## src/rtl/core/rssyn_pkg.sv

```systemverilog
package rssyn_pkg;

    localparam int GF_W          = 5;
    localparam int NUM_SYNDROMES = 20;
    localparam int BLOCK_LEN     = 31;
    localparam int CNT_W         = 5;
    localparam int IDX_W         = 5;

    localparam logic [GF_W-1:0]  GF_POLY_LOW   = 5'h05;
    localparam logic [CNT_W-1:0] LAST_COUNT    = CNT_W'(BLOCK_LEN - 1);
    localparam logic [IDX_W-1:0] FIRST_INDEX   = IDX_W'(1);
    localparam logic [IDX_W-1:0] LAST_INDEX    = IDX_W'(NUM_SYNDROMES);

    typedef logic [GF_W-1:0] t_gf;

    typedef struct packed {
        logic step;
        logic load;
        logic shift;
    } t_cell_ctrl;

    function automatic t_gf gf_times_x(input t_gf a);
        t_gf r;
        r = {a[GF_W-2:0], 1'b0};
        if (a[GF_W-1]) begin
            r = r ^ GF_POLY_LOW;
        end
        return r;
    endfunction

    function automatic t_gf gf_mul(input t_gf a, input t_gf b);
        t_gf acc;
        t_gf sh;
        acc = '0;
        sh  = a;
        for (int k = 0; k < GF_W; k++) begin
            if (b[k]) begin
                acc = acc ^ sh;
            end
            sh = gf_times_x(sh);
        end
        return acc;
    endfunction

    function automatic t_gf gf_alpha_pow(input int e);
        t_gf v;
        v = t_gf'(1);
        for (int k = 0; k < e; k++) begin
            v = gf_times_x(v);
        end
        return v;
    endfunction

endpackage

```

## src/rtl/core/rssyn_cell.sv

```systemverilog
module rssyn_cell
    import rssyn_pkg::*;
(
    input  logic       i_clk,
    input  logic       i_rst_n,
    input  t_gf        i_alpha,
    input  t_gf        i_symbol,
    input  t_cell_ctrl i_ctrl,
    input  t_gf        i_hold_next,
    output t_gf        o_hold
);

    t_gf r_acc;
    t_gf n_acc;
    t_gf r_hold;
    t_gf n_hold;
    t_gf w_update;

    assign w_update = gf_mul(r_acc, i_alpha) ^ i_symbol;

    always_comb begin
        n_acc  = r_acc;
        n_hold = r_hold;
        if (i_ctrl.step) begin
            n_acc = i_ctrl.load ? '0 : w_update;
        end
        if (i_ctrl.load) begin
            n_hold = w_update;
        end else if (i_ctrl.shift) begin
            n_hold = i_hold_next;
        end
    end

    always_ff @(posedge i_clk) begin
        if (!i_rst_n) begin
            r_acc <= '0;
        end else begin
            r_acc <= n_acc;
        end
    end

    always_ff @(posedge i_clk) begin
        r_hold <= n_hold;
    end

    assign o_hold = r_hold;

endmodule

```

## src/rtl/core/rs_syndrome_gf32_top.sv

```systemverilog
// Reed-Solomon syndrome calculator over GF(32), primitive polynomial x^5+x^2+1.
// Symbols enter one per cycle, highest degree first, in polynomial basis; every
// syndrome cell updates its accumulator S_i = S_i*alpha^i + r in the cycle of the
// transfer. On the last symbol the cells copy S_1..S_20 into an output shift
// chain and clear, and the next codeword can start at once; the chain then
// emits one syndrome per output transfer, index 1 first, with o_last_syndrome
// on S_20. A codeword gives 20 syndromes against 31 symbols, so with a free
// output the input never stalls. Only a codeword's last symbol waits, while
// the previous codeword's syndromes have not all been transferred.
module rs_syndrome_gf32_top
    import rssyn_pkg::*;
(
    input  logic             i_clk,
    input  logic             i_rst_n,
    input  logic             i_valid,
    output logic             o_ready,
    input  logic [GF_W-1:0]  i_symbol,
    output logic             o_valid,
    input  logic             i_ready,
    output logic [IDX_W-1:0] o_syndrome_index,
    output logic [GF_W-1:0]  o_syndrome_value,
    output logic             o_last_syndrome
);

    logic [CNT_W-1:0] r_count;
    logic [CNT_W-1:0] n_count;
    logic             r_busy;
    logic             n_busy;
    logic [IDX_W-1:0] r_out_idx;
    logic [IDX_W-1:0] n_out_idx;

    logic       w_final;
    logic       w_in_xfer;
    logic       w_out_xfer;
    t_cell_ctrl w_ctrl;
    t_gf        w_hold [NUM_SYNDROMES+1];

    assign w_final    = (r_count == LAST_COUNT);
    assign o_ready    = !(w_final && r_busy);
    assign w_in_xfer  = i_valid && o_ready;
    assign o_valid    = r_busy;
    assign w_out_xfer = r_busy && i_ready;

    assign w_ctrl.step  = w_in_xfer;
    assign w_ctrl.load  = w_in_xfer && w_final;
    assign w_ctrl.shift = w_out_xfer;

    assign w_hold[NUM_SYNDROMES] = '0;

    for (genvar g = 0; g < NUM_SYNDROMES; g++) begin : g_cell
        rssyn_cell u_cell (
            .i_clk       (i_clk),
            .i_rst_n     (i_rst_n),
            .i_alpha     (gf_alpha_pow(g + 1)),
            .i_symbol    (i_symbol),
            .i_ctrl      (w_ctrl),
            .i_hold_next (w_hold[g+1]),
            .o_hold      (w_hold[g])
        );
    end

    always_comb begin
        n_count   = r_count;
        n_busy    = r_busy;
        n_out_idx = r_out_idx;
        if (w_in_xfer) begin
            n_count = w_final ? '0 : r_count + CNT_W'(1);
        end
        if (w_ctrl.load) begin
            n_busy    = 1'b1;
            n_out_idx = FIRST_INDEX;
        end else if (w_out_xfer) begin
            n_out_idx = r_out_idx + IDX_W'(1);
            if (r_out_idx == LAST_INDEX) begin
                n_busy = 1'b0;
            end
        end
    end

    always_ff @(posedge i_clk) begin
        if (!i_rst_n) begin
            r_count   <= '0;
            r_busy    <= 1'b0;
            r_out_idx <= FIRST_INDEX;
        end else begin
            r_count   <= n_count;
            r_busy    <= n_busy;
            r_out_idx <= n_out_idx;
        end
    end

    assign o_syndrome_index = r_out_idx;
    assign o_syndrome_value = w_hold[0];
    assign o_last_syndrome  = (r_out_idx == LAST_INDEX);

endmodule

```

## config.mk

```make
export PLATFORM = sky130hd
export DESIGN_NAME = rs_syndrome_gf32_top
export DESIGN_NICKNAME = d
export VERILOG_FILES = /design/src/rtl/core/rssyn_pkg.sv /design/src/rtl/core/rssyn_cell.sv /design/src/rtl/core/rs_syndrome_gf32_top.sv
export SDC_FILE = /design/constraint.sdc
export NUM_CORES = 1
export LEC_CHECK = 0
export BUFFER_PORTS_ARGS = -buffer_cell sky130_fd_sc_hd__clkbuf_2
export CORE_MARGIN = 4
export CORE_UTILIZATION = 50
export CTS_CLUSTER_SIZE = 16
export DETAILED_ROUTE_END_ITERATION = 12
export PLACE_DENSITY = 0.68
export SYNTH_ARGS = -nofsm -noshare
export SYNTH_HDL_FRONTEND = slang
export SYNTH_SLANG_ARGS = --single-unit
```

## constraint.sdc

```tcl
create_clock -name i_clk -period 4.1 [get_ports i_clk]
set_input_delay 0.82 -clock i_clk [delete_from_list [all_inputs] [get_ports i_clk]]
set_output_delay 0.82 -clock i_clk [all_outputs]
set_load 0.05 [all_outputs]
```

==> summary.txt <==
Cells and area
  – Fin util: 55.4%
  – Layout cell share with drive strength beyond 1: 8.49%
  – P&R area growth vs syn: 9.14%
  – Diode count: 0
  – NumNets Final: 1070

Placed design
  – Gpl congestion: 0.745
  – Pre-CTS WS: 1.29 ns
  – PortBufs: 21
  – Detail Placement HPWL: 14.1 mm

Worst hold path
  – Worst Hold Path EP: g_cell[1].u_cell.r_acc[2]
  – HP Class: reg2reg
  – Hold path depth: 2
  – HP Start: g_cell[1].u_cell.r_acc[2]

Clock tree
  – Latest clock arrival within the worst-skew pair: 0.52 ns
  – Cts hold-fix bufs: 0
  – Sink Count: 211
  – Worst-path clk slew: 0.05 ns
  – Post-CTS Setup Bufs: 0
  – CTS resizes: 0
  – Cts bufs inserted: 24
  – CTS tree: done
  – CTS H-tree depth: 1
  – CTS Buffer Depth: 3
  – Clk root buf: clkbuf_16

Synthesis
  – Prevailing post-synth register cell: dfxtp_1
  – Number of synthesized flops with an enable pin: 100
  – Post-Syn Area per Cell: 9.97 um2
  – Post-synthesis cell count: 1067
  – Distinct cells, synth: 41
  – YS warnings: 0
  – Post-synthesis sequential area ratio: 49.1%
  – Async SR Flop Fraction: 0%
  – Post-synth net total: 1080
  – Synth Register Bits: 211
  – Post-Syn Area: 0.0106 mm2

Job
  – Max Cap Viol: 0

Setup path
  – Critical Path RT: 3.28 ns
  – Crit end category: output pin
  – CP Depth: 5
  – Reg2Reg Setup Slack: 1.68 ns
  – Crit path from: r_count[0]
  – Worst-path cell chain: inv_1, ha_1, and4_1, nand2_1, clkbuf_2
  – CP max FO: 7
  – Crit path DAT: 1.95 ns
  – Reg2reg end: g_cell[0].u_cell.o_hold[0]
  – Largest stage delay on the critical path: 0.38 ns
  – CP Class: reg2out
  – Path depth of the worst reg2reg path: 6
  – Buf/Inv on CP: 2
  – Top delay family on crit path: simple AND/OR/NAND/NOR gates
  – Startpoint Class: flop
  – Critical path's slowest cell: dfxtp_1
  – RR Startpoint: r_count[0]

Route
  – DR pass1 iterations: 5
  – Antenna Nets Post-Route: 0
  – Vias/cell: 5.47
  – Via count: 7368
  – Final WL: 24.2 mm
  – Routed len/inst: 17.9 um
  – DRC: 0
  – Initial DRC Count: 525

Timing
  – Final worst slack: 1.33 ns
  – Max-slew violations: 0
  – Setup violators final: 0
  – Fin Clk Skew: 0.0125 ns
  – Slew margin rel.: 28.0%
  – Setup TNS: 0 ns
  – RSZ-0062 raised after global routing: no
  – Tcrit/Tclk final: 67.5%
  – Worst-margin pin slew: 1.08 ns
  – Worst hold slack: 0.470 ns
  – FMAX: 361 MHz
  – Post-route minimum period: 2.77 ns
  – Final hold vios: 0

GRT
  – Initial antenna violation count: 0
  – Vias in the first global route: 7351
  – GRT Util Overall: 20.3%
  – Grt total ovfl: 0
  – Largest net degree at the start of global routing: 80
  – First-pass GRT wire length: 39.1 mm

Pwr
  – Pwr dens: 572 mW/mm2
  – Leakage power: 4.43 nW
  – Max VDD drop: 532 uV

Die
  – Chip Width: 154 um
  – Core region area: 0.0210 mm2
  – I/O pin count: 22
  – Starting Density: 50.8%
  – Die Area: 0.0237 mm2
  – Rows: 53
  – Chip height: 154 um

Status
  – Status: complete, no violations
## state kept, by name, indices dropped and copies added (netlist names)
register / count
g_cell.u_cell.r_acc: 100
o_valid: 1
g_cell.u_cell.o_hold: 100
r_count: 5
o_syndrome_index: 5
## worst max-delay path by stage
stage               slack (ns)                         end
floorplan                 0.07  g_cell[0].u_cell.o_hold[0]
global placement          1.33   g_cell[9].u_cell.r_acc[3]
detailed placement        1.29  g_cell[0].u_cell.o_hold[0]
CTS                       1.31                     o_ready
global route              1.24                     o_ready
finish                    1.33                     o_ready
## synth_stat cells (6+ instances only)
| cell type | number | area (um2) |
|---|---|---|
| a211oi_1 | 13 | 97.6 |
| a21oi_1 | 29 | 145 |
| a22oi_1 | 27 | 203 |
| and2_1 | 19 | 119 |
| and3_1 | 10 | 62.6 |
| buf_2 | 24 | 120 |
| buf_4 | 11 | 82.6 |
| buf_6 | 6 | 67.6 |
| clkbuf_1 | 32 | 120 |
| dfxtp_1 | 111 | 2220 |
| edfxtp_1 | 100 | 3000 |
| mux2_2 | 9 | 101 |
| nand2_1 | 201 | 754 |
| nand3_1 | 22 | 110 |
| nor2_1 | 49 | 184 |
| nor2b_1 | 9 | 56.3 |
| nor3_1 | 9 | 45.0 |
| o211a_1 | 8 | 80.1 |
| o21ai_0 | 85 | 425 |
| o2bb2ai_1 | 16 | 140 |
| or3_1 | 13 | 81.3 |
| xnor2_1 | 170 | 1490 |
| xnor3_1 | 10 | 225 |
| xor2_1 | 54 | 473 |
## area by class of cell
| cell class | instances | area (um2) |
|---|---|---|
| multi-input cells | 775 | 5020 |
| flip-flops and latches | 211 | 5230 |
| well taps | 275 | 344 |
| fillers | 1907 | 9350 |
| clock inverters | 8 | 36.3 |
| repair buffers | 38 | 270 |
| inverters | 7 | 26.3 |
| clock buffers | 33 | 686 |
## cells in the final DEF (no fill, tap or decap), types with 10 or more instances in the layout
cell	instances
nand2_1	200
xnor2_1	170
dfxtp_1	111
edfxtp_1	100
o21ai_0	85
xor2_1	54
nor2_1	48
a21oi_1	29
a22oi_1	27
clkbuf_16	25
nand3_1	22
clkbuf_2	21
and2_1	19
o2bb2ai_1	16
buf_4	14
or3_1	13
a211oi_1	13
and3_1	10
xnor3_1	10
## metrics by stage
step                total power [mW]  cells  instance area, um2
detailed placement              4.69   1306               10900
CTS                             6.68   1347               11600
finish                          6.64   1347               11600
global route                    7.00   1347               11600
floorplan                       4.36   1067               10600
global placement                4.66   1306               10900
## layer usage
| metal | wire length, um | up-vias | global-route usage, % |
|---|---|---|---|
| met5 | 0 | - | 0 |
| met4 | 617 | 0 | 6.22 |
| met3 | 1280 | 47 | 2.79 |
| met2 | 11400 | 198 | 34.3 |
| met1 | 10800 | 3524 | 27.4 |
| li1 | - | 3599 | - |
## power breakdown
group	switching [mW]	internal [mW]	leakage, nW
logic	0.978	0.990	2.25
registers	0.272	2.42	1.82
clock network	0.826	1.16	0.358
## logic make-up (layout without fill, tap and decap cells)
| family | after synthesis | in the layout | share of synthesized area [%] |
|---|---|---|---|
| buf+inv | 81 | 86 | 3.96 |
| xor+xnor | 234 | 234 | 20.6 |
| compound gates | 185 | 185 | 10.9 |
| simple gates | 343 | 343 | 14.1 |
| flops | 211 | 211 | 49.1 |
| mux | 9 | 9 | 0.953 |
| fa+ha+maj | 4 | 4 | 0.470 |
## worst register-to-register path, cell delays in order, from the launching register on
cell	delay [ns]
dfxtp_1	0.38
inv_1	0.06
ha_1	0.21
and4_1	0.32
nand3_4	0.25
buf_4	0.62
o21ai_0	0.29
Note: power is estimated with default switching activity, not from simulation.
